**src/design/fbd_pkg.sv**
```systemverilog
// ----------------------------------------------------------------------------
// fbd_pkg
// Shared widths and constants for the fractional baud divisor search.
// ----------------------------------------------------------------------------
package fbd_pkg;

  localparam int CLK_W      = 27;
  localparam int BAUD_W     = 22;
  localparam int DIV_W      = 17;
  localparam int FRAC_W     = 4;
  localparam int SUM_W      = 5;
  localparam int ERR_W      = 32;
  localparam int FRAC_SHIFT = 28;

  // Dividend: (clock << 28) * mul, divisor: baud * (mul + divadd)
  localparam int NUM_W = CLK_W + FRAC_SHIFT + FRAC_W;
  localparam int DEN_W = BAUD_W + SUM_W;
  localparam int DVR_W = NUM_W - ERR_W;

  localparam logic [CLK_W-1:0]  CLK_RESET  = CLK_W'(25000000);
  localparam logic [DIV_W-1:0]  DIV_MAX    = DIV_W'(65536);
  localparam logic [FRAC_W-1:0] MUL_MAX    = FRAC_W'(15);
  localparam logic [6:0]        PCT_SCALE  = 7'd100;
  localparam logic [ERR_W-1:0]  ERR_WORST  = 32'hFFFF_FFFF;
  localparam logic [ERR_W-1:0]  ERR_HALF   = 32'h8000_0000;

endpackage

```
**src/design/fbd_div.sv**
```systemverilog
// ----------------------------------------------------------------------------
// fbd_div
// Shared restoring divider, one quotient bit per cycle.
// ----------------------------------------------------------------------------
module fbd_div
  import fbd_pkg::*;
(
  input  logic             clk,
  input  logic             rst_n,
  input  logic             start,
  input  logic [NUM_W-1:0] num,
  input  logic [DEN_W-1:0] den,
  output logic             done,
  output logic [NUM_W-1:0] quot
);

  localparam int CNT_W = $clog2(NUM_W);

  logic             run_r,  run_nxt;
  logic             done_r, done_nxt;
  logic [CNT_W-1:0] cnt_r,  cnt_nxt;
  logic [NUM_W-1:0] acc_r,  acc_nxt;
  logic [DEN_W-1:0] rem_r,  rem_nxt;
  logic [DEN_W-1:0] den_r,  den_nxt;

  logic [DEN_W:0]   trial;
  logic [DEN_W:0]   diff;
  logic             fits;

  always_comb begin
    trial = {rem_r, acc_r[NUM_W-1]};
    diff  = trial - {1'b0, den_r};
    fits  = trial >= {1'b0, den_r};

    run_nxt  = run_r;
    done_nxt = 1'b0;
    cnt_nxt  = cnt_r;
    acc_nxt  = acc_r;
    rem_nxt  = rem_r;
    den_nxt  = den_r;

    if (start) begin
      run_nxt = 1'b1;
      cnt_nxt = '0;
      acc_nxt = num;
      rem_nxt = '0;
      den_nxt = den;
    end else if (run_r) begin
      acc_nxt = {acc_r[NUM_W-2:0], fits};
      rem_nxt = fits ? diff[DEN_W-1:0] : trial[DEN_W-1:0];
      cnt_nxt = cnt_r + CNT_W'(1);
      if (cnt_r == CNT_W'(NUM_W - 1)) begin
        run_nxt  = 1'b0;
        done_nxt = 1'b1;
      end
    end
  end

  always_ff @(posedge clk) begin
    if (!rst_n) begin
      run_r  <= 1'b0;
      done_r <= 1'b0;
      cnt_r  <= '0;
    end else begin
      run_r  <= run_nxt;
      done_r <= done_nxt;
      cnt_r  <= cnt_nxt;
    end
    acc_r <= acc_nxt;
    rem_r <= rem_nxt;
    den_r <= den_nxt;
  end

  assign done = done_r;
  assign quot = acc_r;

endmodule

```
**src/design/fractional_baud_divisor_search.sv**
```systemverilog
// ----------------------------------------------------------------------------
// fractional_baud_divisor_search
// Searches fractional (mul, divadd) pairs for the best UART baud divisor.
// ----------------------------------------------------------------------------
// Usage:
//   cfg_wr_en / cfg_wr_data write the peripheral clock in Hz (reset value
//   25 MHz); write it only while busy is low.
//   A transaction is taken when start is high and busy is low; in_baud_rate
//   is sampled then. busy stays high until the result is out.
//   The result appears for one cycle with out_valid; there is no back
//   pressure, so the receiver must capture it in that cycle.
//   Each candidate pair takes one run of the shared 59-bit
//   one-bit-per-cycle divider; up to 120 pairs are tried, then, if a valid
//   divisor was found, one more division recalculates the baud. The search
//   stops early when an exact divisor is hit. A zero baud rate skips the
//   search and returns a failed result from the judge state.
//   One transaction is in flight at a time; a new one may start in the
//   cycle the result is shown.
//   Reset returns to idle with the clock register at its reset value.
// ----------------------------------------------------------------------------
module fractional_baud_divisor_search
  import fbd_pkg::*;
#(
  parameter int MAX_ERROR_PCT = 3
)
(
  input  logic              clk,
  input  logic              rst_n,
  input  logic              cfg_wr_en,
  input  logic [CLK_W-1:0]  cfg_wr_data,
  input  logic              start,
  output logic              busy,
  input  logic [BAUD_W-1:0] in_baud_rate,
  output logic              out_valid,
  output logic [DIV_W-1:0]  out_integer_divisor,
  output logic [FRAC_W-1:0] out_frac_divadd,
  output logic [FRAC_W-1:0] out_frac_mul,
  output logic              out_found_ok
);

  localparam logic [3:0] ST_IDLE     = 4'd0;
  localparam logic [3:0] ST_PREP     = 4'd1;
  localparam logic [3:0] ST_START    = 4'd2;
  localparam logic [3:0] ST_WAIT     = 4'd3;
  localparam logic [3:0] ST_EVAL     = 4'd4;
  localparam logic [3:0] ST_RC_PREP  = 4'd5;
  localparam logic [3:0] ST_RC_START = 4'd6;
  localparam logic [3:0] ST_RC_WAIT  = 4'd7;
  localparam logic [3:0] ST_DIFF     = 4'd8;
  localparam logic [3:0] ST_JUDGE    = 4'd9;

  localparam logic [6:0] MAX_PCT = 7'(MAX_ERROR_PCT);
  localparam int         LHS_W   = CLK_W + 7;

  logic [3:0]        state_r, state_nxt;
  logic [CLK_W-1:0]  clk_cfg_r;
  logic [BAUD_W-1:0] baud_r, baud_nxt;
  logic [FRAC_W-1:0] mul_r, mul_nxt;
  logic [FRAC_W-1:0] add_r, add_nxt;
  logic [ERR_W-1:0]  best_err_r, best_err_nxt;
  logic [DIV_W-1:0]  best_div_r, best_div_nxt;
  logic [FRAC_W-1:0] best_mul_r, best_mul_nxt;
  logic [FRAC_W-1:0] best_add_r, best_add_nxt;
  logic              found_r, found_nxt;
  logic [NUM_W-1:0]  dnum_r, dnum_nxt;
  logic [DEN_W-1:0]  dden_r, dden_nxt;
  logic [CLK_W-1:0]  diff_r, diff_nxt;

  logic              ov_r, ov_nxt;
  logic [DIV_W-1:0]  o_div_r, o_div_nxt;
  logic [FRAC_W-1:0] o_add_r, o_add_nxt;
  logic [FRAC_W-1:0] o_mul_r, o_mul_nxt;
  logic              o_ok_r, o_ok_nxt;

  logic              div_start;
  logic              div_done;
  logic [NUM_W-1:0]  div_quot;

  logic [SUM_W-1:0]  pair_sum;
  logic [SUM_W-1:0]  best_sum;
  logic [ERR_W-1:0]  err_raw;
  logic              round_up;
  logic [ERR_W-1:0]  err;
  logic [DVR_W:0]    dv;
  logic              in_range;
  logic              win;
  logic              last_pair;
  logic [CLK_W-1:0]  recalc;
  logic [LHS_W-1:0]  lhs;
  logic [LHS_W-1:0]  rhs;

  fbd_div u_div (
    .clk   (clk),
    .rst_n (rst_n),
    .start (div_start),
    .num   (dnum_r),
    .den   (dden_r),
    .done  (div_done),
    .quot  (div_quot)
  );

  assign div_start = (state_r == ST_START) || (state_r == ST_RC_START);

  always_comb begin
    pair_sum  = {1'b0, mul_r} + {1'b0, add_r};
    best_sum  = {1'b0, best_mul_r} + {1'b0, best_add_r};
    err_raw   = div_quot[ERR_W-1:0];
    round_up  = err_raw > ERR_HALF;
    err       = round_up ? (~err_raw + ERR_W'(1)) : err_raw;
    dv        = {1'b0, div_quot[NUM_W-1:ERR_W]} + (DVR_W+1)'(round_up);
    in_range  = (dv != '0) && (dv <= (DVR_W+1)'(DIV_MAX));
    win       = in_range && (err < best_err_r);
    last_pair = (mul_r == MUL_MAX) && (add_r == mul_r - FRAC_W'(1));
    recalc    = div_quot[CLK_W-1:0];
    lhs       = LHS_W'(diff_r) * LHS_W'(PCT_SCALE);
    rhs       = LHS_W'(baud_r) * LHS_W'(MAX_PCT);
  end

  always_comb begin
    state_nxt    = state_r;
    baud_nxt     = baud_r;
    mul_nxt      = mul_r;
    add_nxt      = add_r;
    best_err_nxt = best_err_r;
    best_div_nxt = best_div_r;
    best_mul_nxt = best_mul_r;
    best_add_nxt = best_add_r;
    found_nxt    = found_r;
    dnum_nxt     = dnum_r;
    dden_nxt     = dden_r;
    diff_nxt     = diff_r;
    ov_nxt       = 1'b0;
    o_div_nxt    = o_div_r;
    o_add_nxt    = o_add_r;
    o_mul_nxt    = o_mul_r;
    o_ok_nxt     = o_ok_r;

    unique case (state_r)
      ST_IDLE: begin
        if (start) begin
          baud_nxt     = in_baud_rate;
          mul_nxt      = FRAC_W'(1);
          add_nxt      = '0;
          best_err_nxt = ERR_WORST;
          found_nxt    = 1'b0;
          state_nxt    = (in_baud_rate == '0) ? ST_JUDGE : ST_PREP;
        end
      end
      ST_PREP: begin
        dnum_nxt  = {(CLK_W+FRAC_W)'(clk_cfg_r) * (CLK_W+FRAC_W)'(mul_r),
                     FRAC_SHIFT'(0)};
        dden_nxt  = DEN_W'(baud_r) * DEN_W'(pair_sum);
        state_nxt = ST_START;
      end
      ST_START: begin
        state_nxt = ST_WAIT;
      end
      ST_WAIT: begin
        if (div_done) begin
          state_nxt = ST_EVAL;
        end
      end
      ST_EVAL: begin
        if (win) begin
          best_err_nxt = err;
          best_div_nxt = dv[DIV_W-1:0];
          best_mul_nxt = mul_r;
          best_add_nxt = add_r;
          found_nxt    = 1'b1;
        end
        if (add_r == mul_r - FRAC_W'(1)) begin
          mul_nxt = mul_r + FRAC_W'(1);
          add_nxt = '0;
        end else begin
          add_nxt = add_r + FRAC_W'(1);
        end
        if ((win && err == '0) || last_pair) begin
          state_nxt = found_nxt ? ST_RC_PREP : ST_JUDGE;
        end else begin
          state_nxt = ST_PREP;
        end
      end
      ST_RC_PREP: begin
        dnum_nxt  = NUM_W'(CLK_W'(clk_cfg_r[CLK_W-1:4]) * CLK_W'(best_mul_r));
        dden_nxt  = DEN_W'(best_div_r) * DEN_W'(best_sum);
        state_nxt = ST_RC_START;
      end
      ST_RC_START: begin
        state_nxt = ST_RC_WAIT;
      end
      ST_RC_WAIT: begin
        if (div_done) begin
          state_nxt = ST_DIFF;
        end
      end
      ST_DIFF: begin
        diff_nxt  = (CLK_W'(baud_r) > recalc) ? (CLK_W'(baud_r) - recalc)
                                              : (recalc - CLK_W'(baud_r));
        state_nxt = ST_JUDGE;
      end
      ST_JUDGE: begin
        ov_nxt    = 1'b1;
        o_ok_nxt  = found_r && (lhs < rhs);
        o_div_nxt = o_ok_nxt ? best_div_r : '0;
        o_add_nxt = o_ok_nxt ? best_add_r : '0;
        o_mul_nxt = o_ok_nxt ? best_mul_r : '0;
        state_nxt = ST_IDLE;
      end
      default: begin
        state_nxt = ST_IDLE;
      end
    endcase
  end

  always_ff @(posedge clk) begin
    if (!rst_n) begin
      state_r   <= ST_IDLE;
      clk_cfg_r <= CLK_RESET;
      ov_r      <= 1'b0;
      found_r   <= 1'b0;
    end else begin
      state_r <= state_nxt;
      ov_r    <= ov_nxt;
      found_r <= found_nxt;
      if (cfg_wr_en) begin
        clk_cfg_r <= cfg_wr_data;
      end
    end
    baud_r     <= baud_nxt;
    mul_r      <= mul_nxt;
    add_r      <= add_nxt;
    best_err_r <= best_err_nxt;
    best_div_r <= best_div_nxt;
    best_mul_r <= best_mul_nxt;
    best_add_r <= best_add_nxt;
    dnum_r     <= dnum_nxt;
    dden_r     <= dden_nxt;
    diff_r     <= diff_nxt;
    o_div_r    <= o_div_nxt;
    o_add_r    <= o_add_nxt;
    o_mul_r    <= o_mul_nxt;
    o_ok_r     <= o_ok_nxt;
  end

  assign busy                = (state_r != ST_IDLE);
  assign out_valid           = ov_r;
  assign out_integer_divisor = o_div_r;
  assign out_frac_divadd     = o_add_r;
  assign out_frac_mul        = o_mul_r;
  assign out_found_ok        = o_ok_r;

endmodule

```
**config.mk**
```make
export PLATFORM = sky130hd
export DESIGN_NAME = fractional_baud_divisor_search
export DESIGN_NICKNAME = d
export VERILOG_FILES = /design/src/design/fbd_pkg.sv /design/src/design/fbd_div.sv /design/src/design/fractional_baud_divisor_search.sv
export SDC_FILE = /design/constraint.sdc
export NUM_CORES = 2
export LEC_CHECK = 0
export BUFFER_PORTS_ARGS = -buffer_cell sky130_fd_sc_hd__buf_2
export CAP_MARGIN = 20
export CORE_MARGIN = 2
export CORE_UTILIZATION = 35
export DETAILED_ROUTE_END_ITERATION = 6
export RECOVER_POWER = 50
export SLEW_MARGIN = 5
export SYNTH_ARGS = -nofsm -noshare
export SYNTH_HDL_FRONTEND = slang
export SYNTH_HIERARCHICAL = 1
export SYNTH_SLANG_ARGS = --single-unit
```
**constraint.sdc**
```tcl
create_clock -name clk -period 6.5 [get_ports clk]
set_input_delay 0.325 -clock clk [delete_from_list [all_inputs] [get_ports clk]]
set_output_delay 0.325 -clock clk [all_outputs]
set_load 0.02 [all_outputs]
```
======== After elaboration in Yosys (flattened, before gate mapping) ========
Cells that the tools add are included.
Widths: inputs -> output; s select.
cells by class
  bitwise operators ....................... 3
  $mul .................................... 6
  magnitude comparators ................... 6
  muxes and demuxes ....................... 32
  eq/ne operators ......................... 17
  reduce and logical (&&, ||, !) cells .... 23
  add/sub/neg operators ................... 11
operators with widths
  kind                   number
  $mux 59                2
  $pmux 59 s2            1
  $mux 32                3
  $pmux 32 s2            1
  $mux 27                2
  $pmux 27 s2            1
  $mux 4                 10
  $pmux 4 s9             1
  $lt 34x24->1           1
  $add 32x1->32 const B  1
  $gt 32x32->1 const B   1
  $logic_not 32->1       1
  $lt 32x32->1           1
  $mul 27x5->32 const B  1
  $not 32->32            1
  $mul 27x4->31          1
  $add 27x1->28          1
  $ge 28x27->1           1
  $le 28x17->1 const B   1
  $reduce_bool 28->1     1
  $gt 22x27->1           1
  $mul 22x5->27          1
  $mul 23x4->27          1
  $sub 22x27->27         1
  30 further kinds       61
storage, ports and cells
  output and inout port bits .............. 28
  register bits after elaboration ......... 380
  word-level logic and storage cells ...... 122

======== Depth between registers and ports, before layout ========
  depth in word-level cells ............... 10
  mapped depth ............................ 24
  gate-level depth less buffers ........... 23

======== By module ========
Netlist, hierarchy kept.
by module, submodules not included
  module                          times used  area each (um2)  cells an instance
  fractional_baud_divisor_search  1           30214.0          3375
  fbd_div                         1           6428.7           560

======== Worst setup path before layout ========
OpenSTA, ideal clock, no wires.
  path type ............................... reg-to-reg
  start point ............................. register u_div.acc_r[1], in the netlist u_div/quot[1]
  end point ............................... register best_err_r[0], enable pin
  path slack .............................. -451 ps
  setup time .............................. 470 ps
  cell stages (with the launch flop) ...... 21
  data arrival time ....................... 6481 ps
  cell sequence ........................... edfxtp_1 -> inv_1 -> ha_1 -> or3b_1 -> buf_6 -> nor4_4 -> and4_1 -> buf_2 -> nand2b_2 -> inv_1 -> buf_6 -> ha_1 -> ha_1 -> xor2_1 -> or3_1 -> or3_1 -> nor4_1 -> nand4b_1 -> xor2_1 -> nand3_1 -> a21boi_0
on the way
  longest elaborated chain between the ends .. 7
RTL lines
  element                                             line                                   RTL
  start: declaration                                  fbd_div.sv:22                          logic [NUM_W-1:0] acc_r, acc_nxt;
  start signal: assignment                            fbd_div.sv:69                          acc_r <= acc_nxt;
  $gt 32x32->1 *                                      fractional_baud_divisor_search.sv:108  round_up = err_raw > ERR_HALF;
  $add 27x1->28 *                                     fractional_baud_divisor_search.sv:110  dv = {1'b0, div_quot[NUM_W-1:ERR_W]} + (DVR_W+1)'(round_up);
  via dv[2]                                           fractional_baud_divisor_search.sv:84   logic [DVR_W:0] dv;
  $le 28x17->1 or $reduce_bool 28->1 (tied branches)  fractional_baud_divisor_search.sv:111  in_range = (dv != '0) && (dv <= (DVR_W+1)'(DIV_MAX));
  $logic_and 1x1->1 *                                 fractional_baud_divisor_search.sv:111
  $logic_and 1x1->1 *                                 fractional_baud_divisor_search.sv:112  win = in_range && (err < best_err_r);
  $ne 2x2->1 (no source line) *                       --
  $reduce_and 3->1 (no source line) *                 --
  end signal: assignment                              fractional_baud_divisor_search.sv:232  best_err_r <= best_err_nxt;
  end: declaration                                    fractional_baud_divisor_search.sv:60   logic [ERR_W-1:0] best_err_r, best_err_nxt;
The timed path passes the listed nets; every way through them passes the cells marked *.
A chain may end at the register's enable or synchronous reset.

======== Worst setup path in the final report ========
  start point ............................. register add_r[0]
  end point ............................... register dden_r[22], data pin
on the way
  longest elaborated chain between the ends .. 3
RTL lines
  element                   line                                   RTL
  start: declaration        fractional_baud_divisor_search.sv:59   logic [FRAC_W-1:0] add_r, add_nxt;
  start signal: assignment  fractional_baud_divisor_search.sv:231  add_r <= add_nxt;
  $add 4x4->5               fractional_baud_divisor_search.sv:105  pair_sum = {1'b0, mul_r} + {1'b0, add_r};
  $mul 22x5->27             fractional_baud_divisor_search.sv:152  dden_nxt = DEN_W'(baud_r) * DEN_W'(pair_sum);
  $pmux 27 s2               fractional_baud_divisor_search.sv:138  unique case (state_r)
  end signal: assignment    fractional_baud_divisor_search.sv:237  dden_r <= dden_nxt;
  end: declaration          fractional_baud_divisor_search.sv:66   logic [DEN_W-1:0] dden_r, dden_nxt;
Every way passes these cells.

==> metrics.md <==
| Metric | Value |
|---|---|
| Iter 0 DRT Violations | 1,742 |
| Worst clock skew | 24.7 ps |
| Row count | approximately 120 |
| Vias in the first global route | 27,000 |
| Post-synthesis cell count | roughly 4,000 |
| Crit Path Max Fanout | 22 |
| Mapped Area | between 30,000 and 40,000 µm² |
| # setup viols final | 0 |
| Fin crit share | 94.4% |
| Initial core utilization | roughly 35% |
| EDFF count, synth | 311 |
| DRT Wirelength | 91.5 mm |
| Static Leakage | 18.1 nW |
| Run status | complete, but fails checks |
| Initial antenna violation count | 4 |
| Mapped Nets | 4,591 |
| RSZ-0062 raised after global routing | no |
| Post-route minimum period | 6140 ps |
| Syn-to-layout area delta | 10.1% |
| RD Place Congestion | roughly 0.90 |
| Synth warn | 6 |
| Htree depth | 2 |
| Synth Area in Adders | 25.2% |
| Fraction of registers with async set/reset | 0% |
| Failing checks | capacitance limit, slew limit |
| Worst setup EP type | register |
| Clk root buf | clkbuf_16 |
| CTS Sinks | 379 |
| IR drop worst, VDD | 0.194 mV |
| Die width | 328 µm |
| Synth unique cells | 90 |
| Overflow left after global routing | 0 |
| Fin Hold WS | 74.3 ps |
| Pin count of the biggest net entering global routing | 86 |
| Share of synthesized area occupied by flip-flops and latches | between 20 and 30% |
| Synth Area in XOR/XNOR | between 5 and 6% |
| Core box area | 104,000 µm² |
| Post-Place Cells | 5,302 |
| Final Hold Fails | 0 |
| DR vias | 27,700 |
| Largest family of logic cells by synthesized area | adder cells |
| CTS tree | done |
| Fmax | between 150 and 200 MHz |
| Cts bufs inserted | 43 |
| Pwr dens | 271 nW/µm² |
| Final #Nets | 4,672 |
| Clk buf depth | 3 |
| Worst hold path class | input port to register |
| # DRC | 0 |
| CP startpoint kind | register |
| Setup CP Type | register to register |
| Max-slew violations | 374 |
| Compound-gate portion of the synthesized area | ~13% |
| Pre-CTS WS | 232 ps |
| First-pass GRT wire length | 147 mm |
| Die area | 107,000 µm² |
| Layout Cells excl Fill | 5,432 |
| Slew of the pin with the lowest slew margin | 3250 ps |
| Reg clk slew, reported paths | 60 ps |
| Routed WL per cell | 16.8 µm |
| Setup TNS | 0 ps |
| Clk_lat worst skew | 600 ps |
| First drt pass iteration count | 6 |
| Worst setup margin | roughly 360 ps |
| Setup Fix Bufs, Post-CTS | 0 |
| Layout cells sized above 1 | 7.01% |
| Worst Path Required | 6820 ps |
| Slew HR | -117% |
| Syn_area_per_cell | 9.31 µm² |
| Post-synthesis mux area share | ~3.4% |
| Yosys reg bits | 379 |
| Simple-Gate Fraction of Synth Area | 16.6% |
| Port bufs | 80 |
| Number of fill cells | around 10,000 |
| Total GRT Usage | 16.9% |
| Most used DFF post-synth | edfxtp_1 |
| Max_cap viols | 10 |
| Detailed placement HPWL | 70.8 mm |
| Final ANT Viol Nets | 0 |
| Vias per cell | roughly 5.1 |
| Die height | 328 µm |
| Io pins | 81 |
| WP data arrival | 6460 ps |
repair_timing:
item,4_1_cts,5_1_grt
hold endpoints to repair,48,0
hold buffers,48,0
gates resized for setup,0,4
setup endpoints to repair,0,38
routing by layer:
metal,GRT usage (%),vias to the layer above,share of wire [%]
li1,-,13600,-
met4,4.11,0,2.3
met5,0,-,0
met2,27.2,613,44
met3,3.41,99,6.4
met1,23.3,13400,47
worst paths after layout:
kind / slack (ps) / end / cells past startpoint / start
hold / removal: 70 / clk_cfg_r[25]$_SDFFE_PN0P_ / 3 / cfg_wr_data[25]
setup / recovery: 360 / dden_r[22]$_SDFFCE_PP0P_ / 22 / add_r[0]$_SDFFCE_PP0P_
hold reg to reg: 420 / u_div/den_r[22]$_DFFE_PP_ / 0 / dden_r[22]$_SDFFCE_PP0P_
setup reg to reg: 360 / dden_r[22]$_SDFFCE_PP0P_ / 22 / add_r[0]$_SDFFCE_PP0P_
where the power goes:
group          switching [mW]  internal, mW
clock                    1.05          1.36
sequential              0.273          3.14
combinational            3.02          2.09
layout make-up:
cell class                 count  area [µm²]  area share, %
timing repair buffer         178        1160           2.87
antenna                        2        5.00         0.0124
inverter                     517        1940           4.81
tap                         1380        1730           4.28
clock inverter                27         255          0.633
multi-input combinational   2897       23400           58.1
sequential                   379       10700           26.5
clock buffer                  52        1120           2.78
flip-flops by register name, summed over array words and instances, names as in the netlist, 6 cells and up:
register,cells
out_integer_divisor,17
baud_r,22
u_div/rem_r,27
u_div/cnt_r,6
u_div/quot,59
best_div_r,17
u_div/den_r,27
clk_cfg_r,27
dnum_r,58
diff_r,27
dden_r,27
best_err_r,32
cells in the mapped netlist, types with 27 or more instances:
master	count	area share, %
a211oi_1	29	0.59
nor2_1	240	2.5
edfxtp_1	311	25
o21ai_0	131	1.8
clkbuf_1	117	1.2
nor2b_1	59	1.0
inv_1	517	5.3
mux2_2	63	1.9
nor3_1	56	0.76
or2_2	27	0.46
a21o_1	89	1.8
ha_1	378	13
nand4_1	40	0.68
nand2b_1	42	0.72
nand3_1	56	0.76
o21bai_1	35	0.72
xor2_1	96	2.3
nand2_1	364	3.7
xnor2_1	117	2.8
fa_1	225	12
dfxtp_1	68	3.7
a21oi_1	223	3.0
and2_1	214	3.7
o21a_1	29	0.59
mux2i_1	53	1.4
cells in the final DEF (no fill, tap or decap), types with 35 or more instances in the layout:
master         synthesis  routed
fa_1                 225     225
nand2_1              364     364
nand2b_1              42      42
mux2_2                63      63
mux2i_1               53      53
buf_4                  1      38
and2_1               214     210
o21ai_0              131     131
nor2b_1               59      59
dfxtp_1               68      68
edfxtp_1             311     311
clkbuf_16              0      43
ha_1                 378     378
xor2_1                96      96
clkbuf_1             117      68
nand3_1               56      54
nand4_1               40      40
xnor2_1              117     116
nor2_1               240     239
inv_1                517     516
nor3_1                56      56
a21oi_1              223     223
dlygate4sd3_1          0      48
o21bai_1              35      35
a21o_1                89      89
logic make-up after synthesis:
family                   after synthesis
AO/OA/AOI/OAI                        747
XOR/XNOR                             213
flip-flops                           379
adder cells (fa/ha/maj)              603
AND/OR/NAND/NOR                     1217
buffers and inverters                659
multiplexers                         116
other                                  1
critical path, stage by stage (launching register included):
cell and delay, ps:
edfxtp_1 450, ha_1 250, fa_1 400, a21o_1 190
a21oi_1 180, buf_6 230, nor2_1 90, fa_1 510
fa_1 550, inv_1 60, fa_1 530, inv_1 40
ha_1 340, a21oi_1 170, nor2b_1 60, a311o_1 370
a21oi_1 230, o21ai_0 230, a41oi_2 330, o21ai_0 170
a31oi_1 230, xor2_1 170, nor2_1 50
per-stage QoR:
step           power, mW  utilization [%]  area (µm²)
4_1_cts             11.0             39.0       40400
6_report            10.9             38.9       40300
5_1_grt             11.8             38.9       40300
3_3_place_gp        8.48             37.2       38600
2_1_floorplan       7.26                -       36600
3_5_place_dp        8.51             37.2       38600
No activity file was read; power rests on OpenSTA's default activity.
